[src/design/ipv4_acl_chain_match_top_macros.svh]
// Assertion macros shared by the ACL chain match block.
`ifndef IPV4_ACL_CHAIN_MATCH_TOP_MACROS_SVH
`define IPV4_ACL_CHAIN_MATCH_TOP_MACROS_SVH

// Same-cycle implication, checked out of reset.
`define ACL_ASSERT_SAME(lbl, ante, cons, msg) \
    lbl: assert property (@(posedge i_clk) disable iff (!i_rst_n) (ante) |-> (cons)) \
        else $error(msg);

// Next-cycle implication, checked out of reset.
`define ACL_ASSERT_NEXT(lbl, ante, cons, msg) \
    lbl: assert property (@(posedge i_clk) disable iff (!i_rst_n) (ante) |=> (cons)) \
        else $error(msg);

`endif

[src/design/acl_pkg.sv]
// Shared types and constants of the ACL chain match block.
package acl_pkg;

    localparam int unsigned RULE_COUNT = 256;
    localparam int unsigned IDX_W      = 8;
    localparam int unsigned QDEPTH     = 2;
    localparam int unsigned QCNT_W     = 2;

    localparam logic [1:0] CMD_WRITE    = 2'd0;
    localparam logic [1:0] CMD_DELETE   = 2'd1;
    localparam logic [1:0] CMD_CLASSIFY = 2'd2;

    localparam logic [1:0] OP_NONE     = 2'd0;
    localparam logic [1:0] OP_WRITE    = 2'd1;
    localparam logic [1:0] OP_DELETE   = 2'd2;
    localparam logic [1:0] OP_CLASSIFY = 2'd3;

    localparam logic [2:0] VERDICT_PASS = 3'd2;

    typedef struct packed {
        logic [31:0] src_addr;
        logic [5:0]  src_prefix;
        logic [31:0] dst_addr;
        logic [5:0]  dst_prefix;
        logic [15:0] src_port;
        logic [15:0] dst_port;
        logic [7:0]  proto;
        logic [2:0]  verdict;
        logic [7:0]  next_index;
    } t_rule;

    typedef struct packed {
        logic [1:0]       op;
        logic [IDX_W-1:0] index;
        t_rule            rule;
    } t_item;

    typedef struct packed {
        logic  valid;
        t_item item;
    } t_q_out;

    typedef struct packed {
        logic [QCNT_W-1:0] count;
    } t_front_stat;

    typedef struct packed {
        logic idle;
    } t_back_stat;

endpackage

[src/design/acl_front.sv]
// Command decode and two-entry command queue of the ACL block.
module acl_front (
    input  logic                 i_clk,
    input  logic                 i_rst_n,
    input  logic                 start,
    output logic                 busy,
    input  logic [1:0]           i_cmd,
    input  logic [7:0]           i_rule_index,
    input  acl_pkg::t_rule       i_rule,
    input  logic                 i_pop,
    output acl_pkg::t_q_out      o_head,
    output acl_pkg::t_front_stat o_stat
);
    import acl_pkg::*;

    t_item             r_q [QDEPTH];
    logic              r_wr_ptr;
    logic              r_rd_ptr;
    logic [QCNT_W-1:0] r_count;
    logic              push;
    logic              pop;
    logic              in_range;
    t_item             item;

    assign busy     = (r_count == QCNT_W'(QDEPTH));
    assign push     = start && !busy;
    assign pop      = i_pop && (r_count != '0);
    assign in_range = (32'(i_rule_index) < RULE_COUNT);

    // Turn the raw command into the operation the back end carries out.
    always_comb begin
        item.index = i_rule_index[IDX_W-1:0];
        item.rule  = i_rule;
        unique case (i_cmd)
            CMD_WRITE:    item.op = in_range ? OP_WRITE : OP_NONE;
            CMD_DELETE:   item.op = in_range ? OP_DELETE : OP_NONE;
            CMD_CLASSIFY: item.op = OP_CLASSIFY;
            default:      item.op = OP_NONE;
        endcase
    end

    always_ff @(posedge i_clk) begin
        if (push) begin
            r_q[r_wr_ptr] <= item;
        end
        if (!i_rst_n) begin
            r_wr_ptr <= 1'b0;
            r_rd_ptr <= 1'b0;
            r_count  <= '0;
        end else begin
            if (push) begin
                r_wr_ptr <= ~r_wr_ptr;
            end
            if (pop) begin
                r_rd_ptr <= ~r_rd_ptr;
            end
            r_count <= r_count + QCNT_W'(push) - QCNT_W'(pop);
        end
    end

    assign o_head.valid = (r_count != '0);
    assign o_head.item  = r_q[r_rd_ptr];
    assign o_stat.count = r_count;

endmodule

[config.mk]
export PLATFORM = sky130hd
export DESIGN_NAME = acl_front
export DESIGN_NICKNAME = d
export VERILOG_FILES = /design/src/design/ipv4_acl_chain_match_top_macros.svh /design/src/design/acl_pkg.sv /design/src/design/acl_front.sv
export SDC_FILE = /design/constraint.sdc
export NUM_CORES = 1
export LEC_CHECK = 0
export BUFFER_PORTS_ARGS = -buffer_cell sky130_fd_sc_hd__buf_2
export CAP_MARGIN = 30
export CORE_MARGIN = 1.5
export CORE_UTILIZATION = 47
export CTS_CLUSTER_SIZE = 16
export DETAILED_ROUTE_END_ITERATION = 6
export GPL_TIMING_DRIVEN = 0
export PLACE_DENSITY = 0.79
export SLEW_MARGIN = 25
export SYNTH_ARGS = -nofsm -noshare
export SYNTH_HDL_FRONTEND = slang
export SYNTH_SLANG_ARGS = --single-unit
export TNS_END_PERCENT = 100
[constraint.sdc]
create_clock -name i_clk -period 6.7 [get_ports i_clk]
set_input_delay 0.67 -clock i_clk [delete_from_list [all_inputs] [get_ports i_clk]]
set_output_delay 0.67 -clock i_clk [all_outputs]
set_load 0.03 [all_outputs]
==> metrics, run 1 <==
# fillers=around 1,500; GRT Residual Overflow=0; Iter 0 DRT Violations=170; H-tree levels=1; crit path kind=reg2out; syn_area_per_cell=roughly 22 sq um; DRC=0; Final Hold Vio Count=0; Max Freq=0.398 GHz; clock slew at reported path FFs=around 0.06 ns; max_cap viols=0; DRT antenna net count=0; peak supply drop=approximately 0.30 mV; DP HPWL=around 13,000 um; met1 WL=7320 um; CTS hold repair buffers=0; Synth warnings=0; dpl ws=4.55 ns; cell at the root of the clock tree=clkbuf_16; Crit Path Max Fanout=10; top layer in use=met5; dominant synthesized flop cell=edfxtp_1; RSZ-0062 raised after global routing=false; Worst EP required=6.03 ns; Starting Density=48.3%; Setup crit end kind=primary output; Synth top area share=around four fifths; met2 wire len=9490 um; post-synthesis cell type count=18; TritonRoute pass-1 iters=4; Row Count=53; Syn Nets=roughly 600; Worst EP arrival=~1.8 ns; initial antenna violation count=4; worst hold path type=in2reg; number of global-route vias before repair=5,646; Pwr per Cell Area=around 430 mW/mm^2; Worst-Margin Slew=roughly 0.52 ns; worst setup margin=4.19 ns; Max clock buf depth=3; CTS Buf Count=29; fin crit period=~2.5 ns; clk sinks=between 200 and 300; Vias=between 5,000 and 6,000; DR vias/cell=about 5; Synth Register Bits=between 200 and 300; fin crit share=a little under two fifths; postcts setup bufs=0; metal3 WL=around 1800 um; Async SR Flop Fraction=0%; synthesized instance count=458; Post-CTS Resized=0; Mapped Area=around 0.010 sq mm; Area contributors post-synth=edfxtp_1 80%, mux2_2 15%, clkbuf_8 1.3%, dfxtp_1 0.98%, buf_6 0.55%; WL/cell=~18 um; GRT Overall Usage=between 10% and 20%; Slew HR=65.4%; die width=151 um; core box area=between 0.02 and 0.025 sq mm; post-synthesis sequential area ratio=81.3%; CTS tree=done; Slew Limit Fails=0; layout cells sized above 1=60.6%; Routed WL=just under 20,000 um; number of synthesized flops with an enable pin=around 270; Boundary Pins=about 280; setup violators final=0; die height=about 150 um; GPL Wtd Cong=a little over 0.7; synth cell count leaders=274 x edfxtp_1, 137 x mux2_2, 10 x clkbuf_8; first-pass GRT wire length=28,600 um; die area=~0.023 sq mm; Layout area overhead=28.1%; IO buf count=281; static leakage=just under 5 nW; Yosys top cell by area=edfxtp_1; placed insts=~1,000; largest net degree at the start of global routing=50; Nets=just over 900; Worst Skew=a little under 0.007 ns; Worst-Skew Late Latency=around 0.52 ns; Non-Filler Instances=between 1,000 and 1,500; top-count cell post-synth=edfxtp_1; startpoint class of the critical path=flop; status=complete, no violations
through the flow:
step | instance area (sq um) | setup TNS (ns) | util, % | total power, W | hold slack, ns
2_1_floorplan | 10200 | 0 | - | 0.00370 | 0.466
3_3_place_gp | 12000 | -18.57 | 56.5 | 0.00421 | 0.478
3_5_place_dp | 12200 | 0 | 57.6 | 0.00425 | 0.506
4_1_cts | 13100 | 0 | 61.8 | 0.00577 | 0.297
5_1_grt | 13100 | 0 | 61.8 | 0.00594 | 0.304
6_report | 13100 | 0 | 61.8 | 0.00570 | 0.329
cell families after synthesis:
logic type,count (synthesis),share of synthesized area (%)
AOI/OAI and AO/OA,1,0.0733
adders and majority gates,4,0.489
and+or+nand+nor,14,0.696
DFF,279,81.3
buffers and inverters,20,2.08
muxes,138,15.2
xor gates and xnor gates,2,0.171
sequential cells by signal (all words and copies together), names as in the netlist, named ones only:
signal / flops
o_stat: 2
r_q: 274
r_rd_ptr: 1
r_wr_ptr: 1
path summary, 6_finish.rpt:
check	from	slack [ns]	end	cells past startpoint
max reg2reg	o_stat[0]	4.75	r_q[0][77]	5
min reg2reg	r_rd_ptr	0.53	r_rd_ptr	2
min	i_rule[21]	0.33	r_q[0][21]	1
max	flop	4.19	o_head[51]	4
routing by layer:
metal	track usage, %	up-vias
met5	0	-
met4	6.94	4
met3	5.18	50
met2	28.2	209
met1	19.1	2518
li1	-	2464
placed cells by master (no fill, tap or decap), drive strengths merged:
| master | netlist | routed |
|---|---|---|
| clkinv | 0 | 17 |
| or2 | 2 | 2 |
| diode | 0 | 3 |
| xnor2 | 1 | 1 |
| clkbuf | 10 | 40 |
| mux2 | 137 | 137 |
| xor2 | 1 | 1 |
| ha | 4 | 4 |
| and2 | 2 | 2 |
| inv | 5 | 6 |
| mux2i | 1 | 1 |
| nor2 | 4 | 4 |
| edfxtp | 274 | 274 |
| o21a | 1 | 1 |
| and3 | 1 | 1 |
| buf | 5 | 295 |
| nand2 | 2 | 2 |
| dfxtp | 5 | 5 |
| bufinv | 0 | 3 |
| nor3 | 1 | 1 |
| nand2b | 2 | 2 |
area by class of cell:
class                           instances  area (sq um)  area share (%)
Multi-Input combinational cell        159          1710            13.0
Clock inverter                         21           169            1.29
Sequential cell                       279          8330            63.5
Timing Repair Buffer                  290          1620            12.3
Clock buffer                           30           729            5.56
Antenna cell                            3          7.51          0.0572
Inverter                                5          18.8           0.143
Tap cell                              275           344            2.62
Buffer                                 15           194            1.48
worst max-delay path: stages, from the launching register on:
cell      delay (ns)
dfxtp_1         0.36
buf_6           0.21
clkbuf_8        0.21
mux2_2          0.35
buf_2           0.18
power by group:
| group | switching, W | total [W] | internal (W) |
|---|---|---|---|
| clock network | 0.000605 | 0.00150 | 0.000895 |
| registers | 0.0000647 | 0.00231 | 0.00225 |
| logic | 0.00119 | 0.00189 | 0.000693 |
No activity file was read; power rests on OpenSTA's default activity.
==> inputs of run 2 (changes only) <==
--- a/config.mk
+++ b/config.mk
@@ -8,11 +8,11 @@
 export BUFFER_PORTS_ARGS = -buffer_cell sky130_fd_sc_hd__buf_2
 export CAP_MARGIN = 30
 export CORE_MARGIN = 1.5
-export CORE_UTILIZATION = 47
+export CORE_UTILIZATION = 51
 export CTS_CLUSTER_SIZE = 16
 export DETAILED_ROUTE_END_ITERATION = 6
 export GPL_TIMING_DRIVEN = 0
-export PLACE_DENSITY = 0.79
+export PLACE_DENSITY = 0.81
 export SLEW_MARGIN = 25
 export SYNTH_ARGS = -nofsm -noshare
 export SYNTH_HDL_FRONTEND = slang
==> constraint.sdc (replaced) <==
create_clock -name i_clk -period 2.4 [get_ports i_clk]
set_input_delay 0.24 -clock i_clk [delete_from_list [all_inputs] [get_ports i_clk]]
set_output_delay 0.24 -clock i_clk [all_outputs]
set_load 0.03 [all_outputs]
==> metrics, run 2 (synthesis gave the netlist of run 1 again) <==
postcts setup bufs=0; setup violators final=0; number of global-route vias before repair=about 6,600; DP HPWL=approximately 14,000 um; initial antenna violation count=0; Clk pwr share=around a quarter; die width=145 um; first-pass GRT wire length=between 30,000 and 40,000 um; GPL Wtd Cong=roughly 0.7; clock slew at reported path FFs=about 0.060 ns; commonest non-fill, non-tap cells in the layout=281 x buf_2, 274 x edfxtp_1, 137 x mux2_2; Int Pwr=0.0105 W; fin crit share=approximately nine tenths; setup TNS=0 ns; core box area=slightly below 0.02 sq mm; DRT antenna net count=0; WL/cell=about 19 um; GRT Residual Overflow=0; die height=145 um; Boundary Pins=roughly 280; placed inst area=between 0.01 and 0.015 sq mm; RSZ-0062 raised after global routing=false; Row Count=51; Worst-Skew Late Latency=around 0.52 ns; cell at the root of the clock tree=clkbuf_16; H-tree levels=1; CTS Buf Count=27; Max clock buf depth=3; peak supply drop=around 1 mV; Starting Density=52.3%; Post-CTS Resized=0; layout cells sized above 1=slightly above 50%; DR vias/cell=approximately 5; max reg flops=274; Vias=between 5,000 and 6,000; Final Hold Vio Count=0; clk sinks=279; combinational share of power=between 30% and 40%; most common cell after layout, fill and taps aside=buf_2; Worst Skew=about 0.01 ns; Design Area, Final=between 0.01 and 0.015 sq mm; DRC=0; FF+latch area=~0.0083 sq mm; Worst EP required=around 2.6 ns; Worst-Margin Slew=between 0.5 and 0.6 ns; Crit Path Max Fanout=26; largest reg by FF count=r_q; status=complete, no violations; Layout area overhead=40.3%; Slew Limit Fails=0; Routed WL=about 23,000 um; Crit path max-delay family=buffers and inverters; startpoint class of the critical path=flop; Slew HR=roughly three fifths; TritonRoute pass-1 iters=4; Nets=about 1,100; fin crit period=2.15 ns; CP peak stage delay=0.44 ns; Critical-path top delay cell=nor2_4; Setup crit end kind=flop; worst-path cell chain=nand2b_4 -> nand2_4 -> nor2_4 -> buf_16 -> buf_16 -> buf_16 -> buf_12; switching share of power=about a third; static leakage=approximately 5.5 nW; crit-path most repeated cell=buf_16; # fillers=approximately 1,100; IO buf count=281; largest net degree at the start of global routing=55; r2r setup slk=between 0.2 and 0.3 ns; final hold slack=0.0127 ns; CTS hold repair buffers=135; Iter 0 DRT Violations=about 250; Max Freq=around 0.47 GHz; Worst EP arrival=between 2 and 2.5 ns; multi-input logic area=around 0.0017 sq mm; CP bufs+invs=4; NetSw=about 0.0053 W; Pwr per Cell Area=around 1100 mW/mm^2; die area=0.0209 sq mm; crit path kind=reg2reg; Seq pwr share=around 40%; GRT Overall Usage=21.1%; max_cap viols=0; CTS tree=done; worst hold path type=in2reg
[run 2: changes by cell type in the layout (fill, tap and decap cells not counted), sizes merged]
cell	before	now
buf	295	294
bufinv	3	1
clkbuf	40	46
clkinv	17	11
clkinvlp	0	1
diode	3	1
dlygate4sd3	0	135
inv	6	5
[run 2: power groups by stage]
stage	combinational (W)	clock (W)	sequential [W]
finish	0.00553	0.00386	0.00650
global route	0.00582	0.00413	0.00655
CTS	0.00553	0.00389	0.00648
detailed placement	0.00533	0	0.00658
global placement	0.00501	0	0.00660
floorplan	0.00372	0	0.00658
[run 2: metal layers]
| layer | share of wire, % | GRT usage, % | vias up |
|---|---|---|---|
| met3 | 6.5 | 4.67 | 55 |
| met5 | 0 | 0 | - |
| li1 | - | - | 2719 |
| met2 | 55 | 40.3 | 244 |
| met1 | 36 | 22.6 | 2901 |
| met4 | 2.9 | 7.81 | 0 |
[run 2: final timing paths]
path                   from         end  depth (start not counted)
setup / recovery  o_stat[0]  r_q[0][55]                          7
hold / removal      i_rst_n   o_stat[0]                          2
hold reg to reg    r_rd_ptr        flop                          2
setup reg to reg  o_stat[0]  r_q[0][55]                          7
[run 2: layout make-up]
| cell class | instances | area share, % |
|---|---|---|
| timing repair buffer | 424 | 20.6 |
| antenna | 1 | 0.0174 |
| tap | 265 | 2.31 |
| clock buffer | 36 | 4.94 |
| multi-input combinational | 159 | 12.0 |
| buffer | 15 | 1.35 |
| inverter | 5 | 0.131 |
| clock inverter | 13 | 0.592 |
| sequential | 279 | 58.0 |
[run 2: worst register-to-register path: cells and delay by family (launching register included)]
| kind | cells | cell delay, ns |
|---|---|---|
| DFF | 1 | 0.37 |
| and+or+nand+nor | 3 | 0.66 |
| buffers and inverters | 4 | 0.80 |
[run 2: per-stage QoR]
stage | utilization, % | setup WS (ns) | total power [W] | std cells
6_report | 73.3 | 0.251 | 0.0159 | 1197
5_1_grt | 73.3 | 0.146 | 0.0165 | 1196
4_1_cts | 73.3 | 0.248 | 0.0159 | 1196
3_5_place_dp | 62.4 | 0.252 | 0.0119 | 1012
3_3_place_gp | 61.3 | -1.40 | 0.0116 | 1004
2_1_floorplan | - | -0.665 | 0.0103 | 458
==> inputs of run 3 (changes only) <==
--- a/config.mk
+++ b/config.mk
@@ -8,11 +8,11 @@
 export BUFFER_PORTS_ARGS = -buffer_cell sky130_fd_sc_hd__buf_2
 export CAP_MARGIN = 30
 export CORE_MARGIN = 1.5
-export CORE_UTILIZATION = 51
+export CORE_UTILIZATION = 52
 export CTS_CLUSTER_SIZE = 16
 export DETAILED_ROUTE_END_ITERATION = 6
 export GPL_TIMING_DRIVEN = 0
-export PLACE_DENSITY = 0.81
+export PLACE_DENSITY = 0.82
 export SLEW_MARGIN = 25
 export SYNTH_ARGS = -nofsm -noshare
 export SYNTH_HDL_FRONTEND = slang
==> metrics, run 3 (synthesis gave the netlist of run 1 again) <==
Final Hold Vio Count=0; DR vias/cell=between 4 and 5; GPL Wtd Cong=a little over 0.7; max_cap viols=0; die width=143 um; setup TNS=0 ns; Design Area, Final=roughly 0.014 sq mm; Routed WL=~23,000 um; final hold slack=0.0717 ns; first-pass GRT wire length=between 30,000 and 40,000 um; Setup crit end kind=flop; placed inst area=around 0.012 sq mm; largest reg by FF count=r_q; crit path kind=reg2reg; core box area=roughly 0.019 sq mm; status=complete, no violations; layout cells sized above 1=between 50% and 60%; Row Count=51; CTS Buf Count=28; clock slew at reported path FFs=about 0.06 ns; commonest non-fill, non-tap cells in the layout=281 x buf_2, 274 x edfxtp_1, 137 x mux2_2; Vias=about 6,000; Pwr per Cell Area=between 1000 and 1500 mW/mm^2; RSZ-0062 raised after global routing=false; static leakage=approximately 5.5 nW; worst setup margin=approximately 0.29 ns; Max Freq=~0.47 GHz; startpoint class of the critical path=flop; Starting Density=52.8%; most common cell after layout, fill and taps aside=buf_2; DRT antenna net count=0; Worst EP arrival=roughly 2.3 ns; postcts setup bufs=0; IO buf count=about 280; Crit Path Max Fanout=25; worst hold path type=in2reg; GRT Residual Overflow=0; DRC=0; TritonRoute pass-1 iters=5; die height=about 140 um; Worst EP required=about 2.6 ns; Nets=1,058; largest net degree at the start of global routing=56; GRT Overall Usage=a little over a fifth; cell at the root of the clock tree=clkbuf_16; dpl ws=roughly 0.29 ns; Boundary Pins=~280; fin crit period=roughly 2.1 ns; Worst Skew=0.0112 ns; Worst-Margin Slew=0.518 ns; fin crit share=88.0%; Slew Limit Fails=0; clk sinks=around 280; # fillers=roughly 1,100; DP HPWL=roughly 14,000 um; setup violators final=0; initial antenna violation count=2; Worst-Skew Late Latency=around 0.53 ns; WL/cell=~19 um; die area=0.0205 sq mm; number of global-route vias before repair=roughly 6,400; Iter 0 DRT Violations=roughly 220; H-tree levels=1; Slew HR=about 65%; final core occ=about 75%; max reg flops=between 200 and 300; CTS tree=done; Layout area overhead=41.3%; peak supply drop=0.801 mV; r2r setup slk=~0.29 ns; Max clock buf depth=3
## run 3: final timing paths
check	startpoint	depth (start not counted)	to
max	o_stat[0]	7	r_q[0][36]
min	start	3	r_wr_ptr
max reg2reg	o_stat[0]	7	r_q[0][36]
min reg2reg	r_rd_ptr	2	r_rd_ptr
## run 3: per-layer routing
| layer | track usage (%) | vias up | part of all wire, % |
|---|---|---|---|
| li1 | - | 2721 | - |
| met1 | 23.8 | 2914 | 36 |
| met2 | 41.2 | 226 | 55 |
| met3 | 5.76 | 45 | 6.8 |
| met4 | 6.93 | 2 | 2.2 |
| met5 | 0 | - | 0.051 |
## run 3: what timing repair did
item | 4_1_cts | 5_1_grt
gates resized for setup | 0 | 0
hold endpoints to repair | 272 | 0
hold buffers | 136 | 0
## run 3: through the flow
stage	std cells	power, W
floorplan	458	0.0103
global placement	1004	0.0116
detailed placement	1012	0.0119
CTS	1199	0.0162
global route	1200	0.0169
finish	1202	0.0162
## run 3: power breakdown
part,switching [W],leakage [nW],total [W],internal (W)
sequential,0.000228,2.60,0.00651,0.00628
clock,0.00173,0.438,0.00420,0.00247
combinational,0.00345,2.49,0.00554,0.00210
## run 3: layout make-up
cell class	count	area (sq um)	area share [%]
timing repair buffer	425	2970	20.5
inverter	5	18.8	0.130
antenna	3	7.51	0.0519
tap	265	332	2.29
clock buffer	37	776	5.36
multi-input combinational	159	1730	11.9
clock inverter	14	111	0.769
buffer	15	194	1.34
sequential	279	8330	57.6
## run 3: worst max-delay path, stage by stage (launching register included)
cell and delay, ns:
dfxtp_4 0.38, nand2b_4 0.16, nand2_4 0.07, nor2_4 0.37, buf_16 0.24, buf_16 0.18
buf_12 0.21, buf_16 0.18
